[src/mfst_pkg.sv]
// Package with the shared types and constants of the mode finder.
`default_nettype none

package mfst_pkg;

    localparam int LIST_DEPTH = 256;
    localparam int PRICE_BITS = 32;
    localparam int IDX_BITS   = $clog2(LIST_DEPTH);
    localparam int CNT_BITS   = IDX_BITS + 1;
    localparam int PCT_BITS   = 7;
    localparam int DVD_BITS   = CNT_BITS + PCT_BITS;
    localparam int STEP_BITS  = $clog2(DVD_BITS + 1);

    typedef logic [PRICE_BITS-1:0] price_t;
    typedef logic [IDX_BITS-1:0]   idx_t;
    typedef logic [CNT_BITS-1:0]   cnt_t;
    typedef logic [PCT_BITS-1:0]   pct_t;
    typedef logic [DVD_BITS-1:0]   dvd_t;
    typedef logic [STEP_BITS-1:0]  step_t;

    localparam dvd_t PCT_SCALE = dvd_t'(100);

    typedef struct packed {
        logic start;
        dvd_t dividend;
        cnt_t divisor;
    } div_req_t;

    typedef struct packed {
        logic done;
        pct_t quotient;
    } div_stat_t;

endpackage

`default_nettype wire

[src/mfst_div.sv]
// Restoring divider that produces one quotient bit per cycle.
`default_nettype none

module mfst_div (
    input  wire logic              clk,
    input  wire logic              rst_n,
    input  wire mfst_pkg::div_req_t req,
    output mfst_pkg::div_stat_t    stat
);
    import mfst_pkg::*;

    logic  busy_reg, busy_next;
    logic  done_reg, done_next;
    step_t step_reg, step_next;
    cnt_t  rem_reg, rem_next;
    dvd_t  quo_reg, quo_next;
    cnt_t  dsr_reg, dsr_next;

    logic [CNT_BITS:0] shifted;
    logic [CNT_BITS:0] diff;
    logic              fits;

    always_comb
    begin
        shifted = {rem_reg, quo_reg[DVD_BITS-1]};
        diff    = shifted - {1'b0, dsr_reg};
        fits    = shifted >= {1'b0, dsr_reg};

        busy_next = busy_reg;
        done_next = 1'b0;
        step_next = step_reg;
        rem_next  = rem_reg;
        quo_next  = quo_reg;
        dsr_next  = dsr_reg;

        if (req.start)
        begin
            busy_next = 1'b1;
            step_next = step_t'(DVD_BITS);
            rem_next  = '0;
            quo_next  = req.dividend;
            dsr_next  = req.divisor;
        end
        else if (busy_reg)
        begin
            rem_next  = fits ? diff[CNT_BITS-1:0] : shifted[CNT_BITS-1:0];
            quo_next  = {quo_reg[DVD_BITS-2:0], fits};
            step_next = step_reg - step_t'(1);
            if (step_reg == step_t'(1))
            begin
                busy_next = 1'b0;
                done_next = 1'b1;
            end
        end
    end

    always_ff @(posedge clk or negedge rst_n)
    begin
        if (!rst_n)
        begin
            busy_reg <= 1'b0;
            done_reg <= 1'b0;
            step_reg <= '0;
        end
        else
        begin
            busy_reg <= busy_next;
            done_reg <= done_next;
            step_reg <= step_next;
        end
    end

    always_ff @(posedge clk)
    begin
        rem_reg <= rem_next;
        quo_reg <= quo_next;
        dsr_reg <= dsr_next;
    end

    assign stat.done     = done_reg;
    assign stat.quotient = quo_reg[PCT_BITS-1:0];

endmodule

`default_nettype wire

[config.mk]
export PLATFORM = sky130hd
export DESIGN_NAME = mfst_div
export DESIGN_NICKNAME = d
export VERILOG_FILES = /design/src/mfst_pkg.sv /design/src/mfst_div.sv
export SDC_FILE = /design/constraint.sdc
export NUM_CORES = 1
export LEC_CHECK = 0
export BUFFER_PORTS_ARGS = -buffer_cell sky130_fd_sc_hd__clkbuf_2
export CAP_MARGIN = 20
export CORE_MARGIN = 1.5
export CORE_UTILIZATION = 51
export DETAILED_ROUTE_END_ITERATION = 12
export PLACE_DENSITY = 0.85
export SLEW_MARGIN = 10
export SYNTH_ARGS = -nofsm -noshare
export SYNTH_HDL_FRONTEND = slang
export SYNTH_SLANG_ARGS = --single-unit
[constraint.sdc]
create_clock -name clk -period 2.4 [get_ports clk]
set_clock_uncertainty 0.1 [all_clocks]
set_input_delay 0.48 -clock clk [delete_from_list [all_inputs] [get_ports clk]]
set_output_delay 0.48 -clock clk [all_outputs]
set_load 0.05 [all_outputs]
Word-level counts from Yosys, hierarchy flattened
Cells that the tools add are included.
Storage, ports and cells
  bits in registers: 41
  bits in latches: 0
  memory bits (writable): 0
  ROM bits: 0
  input port bits: 28
  output and inout port bits: 8
  logic and storage cells: 22
  memories: 0
Operators by class
  add/sub/neg operators: 2
  $mul: 0
  divide/modulo/power cells: 0
  magnitude comparators: 1
  equality and inequality tests: 1
  shifts and indexed selects: 0
  mux-type cells: 11
  bitwise gates (word level): 0
  reduce and logical (&&, ||, !) cells: 1
Operators by type and width (count)
  $mux W16: 2
  $ge A10 B9 Y1: 1
  $mux W5: 2
  $mux W9: 1
  $sub A9 B9 Y9: 1
  $mux W1: 6
  $eq A5 B1 Y1 const B: 1
  $sub A5 B1 Y5 const B: 1
  $reduce_bool A2 Y1: 1

Logic depth before layout (Yosys ltp)
Gate-level depths: netlist of run 1.
  depth in word-level cells: 4
  depth in mapped cells: 9
  mapped depth without buffers: 9

Worst setup path before layout of run 1
No wires, ideal clock.
  path kind: flip-flop to flip-flop
  start: register quo_reg[15]
  end: register quo_reg[0] (data pin)
  setup time: 0.260 ns
  data arrival time: 1.983 ns
  slack: 0.057 ns
  stages on the path, launching flop included: 9
  clock period less this slack: 2.343 ns
  cells stage by stage: edfxtp_1 inv_1 ha_1 inv_1 fa_1 a211oi_2 o31a_1 o211ai_4 mux2_2
Between the ends
  cells in the longest elaborated chain, start to end: 3
Ends and longest elaborated chain
  start: declaration: line mfst_div.sv:16  | dvd_t quo_reg, quo_next;
  start signal: assignment: line mfst_div.sv:76  | quo_reg <= quo_next;
  $ge A10 B9 Y1: line mfst_div.sv:27  | fits = shifted >= {1'b0, dsr_reg};
  $mux W16: line mfst_div.sv:44  | else if (busy_reg)
  $mux W16: line mfst_div.sv:36  | if (req.start)
  named net quo_next[0]: line mfst_div.sv:16
The timed path passes the listed nets, and every way through them passes these cells. The select of a mux whose other input is x is not followed.
A chain may end at the register's enable or synchronous reset.

Worst setup path in the final report of run 1
Ends and elaborated chain as after synthesis.

==> results of run 1 <==
-- critical path: cells and delay by family, from the launching register on --
family / cells / cell delay (ns)
flops: 1 / 0.41
compound gates: 3 / 0.74
fa+ha+maj: 2 / 0.49
buf+inv: 2 / 0.13
mux: 1 / 0.31
-- placed cells by master (no fill, tap or decap), types with 6 or more instances in the layout --
cell type,count
clkbuf_2,35
edfxtp_1,25
mux2_2,16
nor2_1,15
inv_1,12
ha_1,10
buf_4,10
dfxtp_1,9
dfrtp_1,7
a21oi_1,6
nand2_1,6
mux2i_1,6
-- final timing paths --
check	startpoint	endpoint	slack [ns]	cells after the start
worst max-delay path	quo_reg[15]$_DFFE_PP_	quo_reg[0]$_DFFE_PP_	-0.01	8
worst min-delay path	req[6]	dsr_reg[6]$_DFFE_PP_	0.26	1
worst max register to register	quo_reg[15]$_DFFE_PP_	quo_reg[0]$_DFFE_PP_	-0.01	8
worst min register to register	rem_reg[3]$_SDFFE_PP0P_	rem_reg[3]$_SDFFE_PP0P_	0.41	2
max in group asynchronous	rst_n	step_reg[1]$_DFFE_PN0P_	1.59	2
min in group asynchronous	rst_n	busy_reg$_DFF_PN0_	0.45	2
-- repair_timing --
action / 4_1_cts / 5_1_grt
resized for setup: 1 / 7
gates cloned: 0 / 0
hold buffers: 1 / 0
hold endpoints to repair: 7 / 0
buffers inserted: 1 / 2
setup endpoints to repair: 6 / 10
pin swaps: 3 / 11
-- synthesized netlist by cell type, drive strengths merged --
library cell | count | share of area [%]
ha | 11 | 6.2
edfxtp | 25 | 34
mux2 | 17 | 8.6
and3 | 1 | 0.28
xor2 | 4 | 1.6
nor2 | 15 | 2.5
o31a | 1 | 0.39
xnor2 | 4 | 1.6
dfxtp | 9 | 8.1
a21oi | 6 | 1.3
nor4 | 1 | 0.28
nor3 | 4 | 0.90
or2 | 1 | 0.28
nor3b | 2 | 0.67
a31o | 1 | 0.39
a21o | 2 | 0.67
and2 | 1 | 0.28
a211o | 1 | 0.39
or3 | 1 | 0.50
clkbuf | 7 | 1.2
dfrtp | 7 | 7.8
mux2i | 6 | 2.7
nand4b | 2 | 1.5
nand2b | 4 | 1.1
o31ai | 2 | 0.67
or4b | 1 | 0.45
o211a | 1 | 0.45
a311oi | 4 | 1.8
o21ai | 1 | 0.22
nand3 | 3 | 0.67
buf | 8 | 2.7
nor4b | 1 | 0.39
nand2 | 7 | 1.3
nand3b | 1 | 0.34
a31oi | 1 | 0.28
o211ai | 3 | 1.6
o2111ai | 1 | 0.39
fa | 1 | 0.90
inv | 14 | 2.4
a211oi | 7 | 2.8
-- logic make-up after synthesis --
kind of cell             Yosys count
multiplexers                      23
buffers and inverters             29
XOR/XNOR                           8
AND/OR/NAND/NOR                   45
AO/OA/AOI/OAI                     31
adder cells (fa/ha/maj)           12
flip-flops                        41
-- metal layers --
metal	vias to the layer above	GRT usage, %	wire, um
met3	8	5.52	178
met5	-	0	0
li1	762	-	-
met2	38	28.0	1950
met4	0	5.23	55
met1	715	22.6	1830
-- stage by stage --
step	cells	power (mW)
final	278	2.57
after floorplan	189	1.86
after CTS	276	2.52
after detailed placement	266	2.07
after global placement	266	2.03
after global routing	278	2.74
-- power breakdown --
group	switching (mW)	internal (mW)	total, mW	leakage, nW
sequential	0.109	0.910	1.02	0.416
combinational	0.612	0.510	1.12	0.651
clock	0.230	0.201	0.432	0.0388
total	0.951	1.62	2.57	1.11
-- area by class of cell --
| cell class | instances | area, sq um | share of cell area (%) |
|---|---|---|---|
| Clock buffer | 6 | 72.6 | 2.80 |
| Timing Repair Buffer | 46 | 260 | 10.0 |
| Sequential cell | 41 | 1110 | 42.7 |
| Multi-Input combinational cell | 119 | 1020 | 39.6 |
| Inverter | 14 | 52.6 | 2.03 |
| Clock inverter | 2 | 11.3 | 0.435 |
| Tap cell | 50 | 62.6 | 2.42 |
==> impl_metrics.ini, run 1 <==
[status]
status = finished with violations
failed_checks = negative setup slack

[cells_and_area]
final_design_area_no_fill_sq_um = 2590
nets = 267
largest_register_ffs = 16
diodes = 0
final_core_util_pct = 62.9
syn_to_final_growth_pct = 15.8
fillers = 314
drive_gt1_share_pct = 36.4

[sta]
tightest_slew_ns = 0.407
fin_crit_ns = 2.41
setup_tns_ns = -0.00983
drv_slew = 0
setup_viol = 1
relSlewSlack_pct = 72.8
rsz0062_at_grt = true
setup_slack_ns = -0.00983
clock.fmax_ghz = 0.415
fin_crit_sh_pct = 100
hold_violations = 0
hold_ws_ns = 0.257

[die]
start_util_pct = 54.3
core-area_sq_um = 4120
pin_count = 36
dieArea_sq_um = 4790
rows = 23
die_x_um = 69.2
fp.dieH_um = 69.2

[placement]
port_buffers = 35
dp_hpwl_um = 2830
postPlaceCellArea_sq_um = 2440
gp_congestion = 0.824
dpl_worst_slack_ns = -0.0147

[synth]
ys_ff_latch = 41
avgSynthCellArea_sq_um = 11.8
synth_compound_area_share_pct = 11.5
ys_types = 45
synth_top_family_by_area = compound AO/OA/AOI/OAI gates
yosys.area_share.adder_pct = 7.05
netlist_instances = 189
syn_nets = 229
yosysWarnings = 0
synthXorXnorAreaFrac_pct = 3.13
yosys.area_share.simple_pct = 11.4
muxShareOfSynthArea_pct = 11.2
synthesis.area_sq_um = 2240
synth_seq_area_share_pct = 49.5

[critical_path]
cp.arrival_ns = 2.36
cp-start-kind = register
required_ns = 2.35
crit_chain = inv_2, ha_4, inv_2, fa_2, a211oi_2, o31a_1, o211ai_4, mux2_4
cp-end-kind = register
cpMaxStageDelayCell = edfxtp_1
crit_fanout = 7
slowest_delay_ns = 0.41
path_class = register to register
crit_top_cell = inv_2

[clocking]
ctsHtreeMaxLevel = 2
cts_root_buf = clkbuf_8
cts_made_buffers = 5
cts_tree = yes
cts_num_sinks = 41
clock_latency_ns = 0.29
clockBufferDepth = 2
path_clk_slew_ns = 0.07

[detailed_routing]
drc_errors = 0
dr.pass1.iters = 4
vias = 1523
drtAntennaViolNets = 0
routed_via_density = 5.48
wl_per_cell_um = 14.4
drtIter0Drc = 67
totalWireLength_um = 4010

[power_and_ir_drop]
p_per_area_nw_per_um2 = 993
total_leakage_power_nw = 1.11
ir_drop_uv = 694

[run]
drv_cap = 0

[global_route]
grt_max_degree = 17
grt_pass1_vias = 1456
grt_util_all_layers_pct = 17.4
antenna_found_initial = 0
overflow = 0
grt_pass1_wl_um = 6600

[min_path]
min_path_type = input port to register
Note: power is estimated with default switching activity, not from simulation.
==> run 2, diff against run 1 <==
--- a/config.mk
+++ b/config.mk
@@ -7,10 +7,11 @@
 export LEC_CHECK = 0
 export BUFFER_PORTS_ARGS = -buffer_cell sky130_fd_sc_hd__clkbuf_2
 export CAP_MARGIN = 20
+export CORE_ASPECT_RATIO = 1.5
 export CORE_MARGIN = 1.5
-export CORE_UTILIZATION = 51
+export CORE_UTILIZATION = 35
 export DETAILED_ROUTE_END_ITERATION = 12
-export PLACE_DENSITY = 0.85
+export PLACE_DENSITY = 0.65
 export SLEW_MARGIN = 10
 export SYNTH_ARGS = -nofsm -noshare
 export SYNTH_HDL_FRONTEND = slang
==> impl_metrics.ini, run 2 (synthesized netlist as in run 1, its figures left out) <==
[status]
status = finished with violations
failed_checks = negative setup slack

[clocking]
path_clk_slew_ns = 0.09
clock_latency_ns = 0.30
cts_made_buffers = 5
cts_tree = yes
ctsHtreeMaxLevel = 2
cts_root_buf = clkbuf_8
clockBufferDepth = 2
cts_num_sinks = 41

[cells_and_area]
drive_gt1_share_pct = 41.1
final_common_cell = clkbuf_2
syn_to_final_growth_pct = 19.4
nets = 270
layout_common_cells = 35 x clkbuf_2, 25 x edfxtp_1, 16 x mux2_2
diodes = 0
largest_register_ffs = 16
final_design_area_no_fill_sq_um = 2670
fillers = 583

[placement]
port_buffers = 35
dp_hpwl_um = 3020
gp_congestion = 0.759
postPlaceCellArea_sq_um = 2470

[detailed_routing]
dr.pass1.iters = 4
drtIter0Drc = 19
totalWireLength_um = 4280
wl_per_cell_um = 14.0
routed_via_density = 5.07
drc_errors = 0
drtAntennaViolNets = 0
vias = 1547

[sta]
relSlewSlack_pct = 69.0
clock.fmax_ghz = 0.402
fin_crit_ns = 2.49
drv_slew = 0
setup_viol = 2
fin_crit_sh_pct = 104
hold_violations = 0
tightest_slew_ns = 0.465
rsz0062_at_grt = true
setup_slack_ns = -0.0856
setup_tns_ns = -0.150

[global_route]
grt_util_all_layers_pct = 13.4
grt_pass1_wl_um = 6820
overflow = 0
antenna_found_initial = 0
grt_pass1_vias = 1495
grt_max_degree = 23

[die]
die_x_um = 68.3
dieArea_sq_um = 6890
fp.dieH_um = 101
start_util_pct = 36.2
pin_count = 36
core-area_sq_um = 6170
rows = 35

[critical_path]
cpMaxStageDelayCell = edfxtp_1
cp-start-kind = register
critPathLaunch = quo_reg[15]$_DFFE_PP_
cp.arrival_ns = 2.45
slowest_delay_ns = 0.41
cp-end-kind = register
crit_fanout = 8
required_ns = 2.36
crit_chain = inv_1, ha_2, inv_2, fa_2, a211oi_2, o31a_1, o211ai_4, mux2_4
reg2reg_from = quo_reg[15]$_DFFE_PP_
path_class = register to register

[power_and_ir_drop]
p_total_mw = 2.68
total_leakage_power_nw = 1.13
p_per_area_nw_per_um2 = 1000
ir_drop_uv = 539

[min_path]
min_path_type = input port to register
holdCritStartpoint = req[5]

[run]
drv_cap = 0
==> run 2: area by class of cell <==
cell class	count	area [sq um]	share of cell area, %
timing repair buffer	49	287	10.7
multi-input combinational	119	1040	39.1
sequential	41	1110	41.4
clock inverter	3	20.0	0.750
tap	74	92.6	3.47
clock buffer	5	68.8	2.58
inverter	14	52.6	1.97
==> run 2: metal layers <==
metal  vias up  part of all wire (%)  global-route usage, %
li1        770                     -                      -
met5         -                     0                      0
met2        34                    54                   22.7
met3        10                   3.0                   2.68
met4         0                   2.7                   7.08
met1       733                    40                   15.4
==> run 2: worst max-delay path, delay by kind of cell (launching register included) <==
family | cells | cell delay [ns]
AOI/OAI and AO/OA | 3 | 0.78
adders and majority gates | 2 | 0.54
DFF | 1 | 0.41
muxes | 1 | 0.32
buffers and inverters | 2 | 0.12
==> run 2: stage by stage <==
stage	std cells	hold WS [ns]	setup slack [ns]	utilization, %
5_1_grt	305	0.246	-0.208	43.2
3_3_place_gp	290	0.225	0.0679	40.0
2_1_floorplan	189	0.0844	0.0569	-
3_5_place_dp	290	0.229	0.0223	40.0
6_report	305	0.250	-0.0856	43.2
4_1_cts	299	0.243	0.0122	41.6
==> run 2: worst paths after layout <==
path                                      endpoint  slack [ns]  cells past startpoint
max                           quo_reg[0]$_DFFE_PP_       -0.09                      8
max in group asynchronous       done_reg$_DFF_PN0_        1.59                      2
min                           dsr_reg[5]$_DFFE_PP_        0.25                      1
min in group asynchronous  step_reg[3]$_DFFE_PN0P_        0.44                      2
max reg2reg                   quo_reg[0]$_DFFE_PP_       -0.09                      8
min reg2reg                rem_reg[8]$_SDFFE_PP0P_        0.41                      2
==> run 2: timing repair <==
action / 4_1_cts / 5_1_grt
buffers inserted: 0 / 6
resized for setup: 0 / 15
setup endpoints to repair: 0 / 10
hold buffers: 1 / 0
hold endpoints to repair: 7 / 0
==> run 2: power breakdown <==
group	switching [mW]	internal, mW
Sequential	0.109	0.910
Combinational	0.637	0.551
Clock	0.261	0.207
==> run 3, diff against run 2 <==
==> constraint.sdc (replaced) <==
create_clock -name clk -period 2.4 [get_ports clk]
set_clock_uncertainty 0.1 [all_clocks]
set_input_delay 0.72 -clock clk [delete_from_list [all_inputs] [get_ports clk]]
set_output_delay 0.72 -clock clk [all_outputs]
set_load 0.05 [all_outputs]
==> impl_metrics.ini, run 3 (synthesized netlist as in run 1, its figures left out) <==
[clocking]
path_clk_slew_ns = 0.08
clockBufferDepth = 2
clock_latency_ns = 0.29
cts_num_sinks = 41
ctsHtreeMaxLevel = 2
cts_made_buffers = 5
cts_root_buf = clkbuf_8
cts_tree = yes

[die]
start_util_pct = 36.2
die_x_um = 68.3
fp.dieH_um = 101
dieArea_sq_um = 6890
pin_count = 36
rows = 35
core-area_sq_um = 6170

[sta]
rsz0062_at_grt = true
setup_viol = 1
clock.fmax_ghz = 0.409
tightest_slew_ns = 0.398
hold_violations = 0
relSlewSlack_pct = 73.4
setup_slack_ns = -0.0429
drv_slew = 0
fin_crit_sh_pct = 102
fin_crit_ns = 2.44

[cells_and_area]
largest_register_ffs = 16
fillers = 566
nets = 265
drive_gt1_share_pct = 38.9
final_core_util_pct = 42.8
layout_common_cells = 35 x clkbuf_2, 25 x edfxtp_1, 17 x mux2_2
syn_to_final_growth_pct = 18.2
diodes = 0
final_design_area_no_fill_sq_um = 2640
final_common_cell = clkbuf_2

[detailed_routing]
vias = 1527
drtAntennaViolNets = 0
wl_per_cell_um = 13.8
routed_via_density = 5.09
totalWireLength_um = 4130
drc_errors = 0
drtIter0Drc = 37
dr.pass1.iters = 4

[critical_path]
cp-end-kind = register
crit_chain = inv_1, ha_2, inv_2, fa_2, a211oi_2, o31a_1, o211ai_4, mux2_2
path_class = register to register
cp.arrival_ns = 2.40
crit_family = compound AO/OA/AOI/OAI gates
required_ns = 2.35
crit_fanout = 8
cpMaxStageDelayCell = edfxtp_1
path_buf_inv = 2
slowest_delay_ns = 0.39
cp-start-kind = register

[status]
status = finished with violations
failed_checks = negative setup slack

[global_route]
overflow = 0
grt_util_all_layers_pct = 13.5
grt_pass1_vias = 1558
grt_max_degree = 22
antenna_found_initial = 0
grt_pass1_wl_um = 7040

[min_path]
min_path_type = input port to asynchronous set/reset pin

[power_and_ir_drop]
total_leakage_power_nw = 1.12
p_total_mw = 2.69
ir_drop_uv = 678
p_per_area_nw_per_um2 = 1020

[placement]
port_buffers = 35
gp_congestion = 0.826
dp_hpwl_um = 2980
postPlaceCellArea_sq_um = 2480

[run]
drv_cap = 0
run 3: layout make-up:
| class | instances | area (sq um) | area share [%] |
|---|---|---|---|
| repair buffers | 44 | 243 | 9.18 |
| well taps | 74 | 92.6 | 3.50 |
| multi-input cells | 119 | 1040 | 39.3 |
| flip-flops and latches | 41 | 1110 | 41.8 |
| clock buffers | 6 | 72.6 | 2.74 |
| clock inverters | 2 | 38.8 | 1.47 |
| inverters | 14 | 52.6 | 1.99 |
run 3: through the flow:
step | hold slack (ns) | TNS [ns] | std cells | setup WS (ns)
after floorplan | 0.324 | 0 | 189 | 0.0569
after global placement | 0.384 | 0 | 291 | 0.0435
after detailed placement | 0.388 | 0 | 291 | 0.00763
after CTS | 0.144 | -0.00311 | 299 | -0.00311
after global routing | 0.144 | -0.531 | 300 | -0.107
final | 0.147 | -0.0429 | 300 | -0.0429
run 3: timing repair:
action                     4_1_cts  5_1_grt
buffers inserted                 0        2
setup endpoints to repair        1       10
resized for setup                0       11
hold buffers                     0        0
pin swaps                        0       15
run 3: final timing paths:
path                            depth (start not counted)  slack, ns               startpoint                       to
worst max register to register                          8      -0.04    quo_reg[15]$_DFFE_PP_     quo_reg[0]$_DFFE_PP_
max in group asynchronous                               1       1.89                    rst_n  step_reg[0]$_DFFE_PN0P_
worst max-delay path                                    8      -0.04    quo_reg[15]$_DFFE_PP_     quo_reg[0]$_DFFE_PP_
worst min register to register                          2       0.40  rem_reg[2]$_SDFFE_PP0P_  rem_reg[2]$_SDFFE_PP0P_
worst min-delay path                                    1       0.15                    rst_n  step_reg[3]$_DFFE_PN0P_
min in group clk                                        2       0.40  rem_reg[2]$_SDFFE_PP0P_  rem_reg[2]$_SDFFE_PP0P_
run 3: worst reg2reg max path, delay by kind of cell, from the launching register on:
kind	cells	cell delay (ns)
adders and majority gates	2	0.53
muxes	1	0.31
buffers and inverters	2	0.11
DFF	1	0.39
AOI/OAI and AO/OA	3	0.78
run 3: power breakdown:
part	leakage, nW	internal (mW)	switching, mW
Sequential	0.416	0.910	0.107
Combinational	0.645	0.503	0.611
Clock	0.0554	0.312	0.250
run 3: per-layer routing:
layer  up-vias  GRT usage (%)  routed length, um
met5         -              0                  0
met4         0           6.00                 76
met3         7           2.79                138
met2        32           23.9               2210
met1       736           15.2               1710
li1        752              -                  -
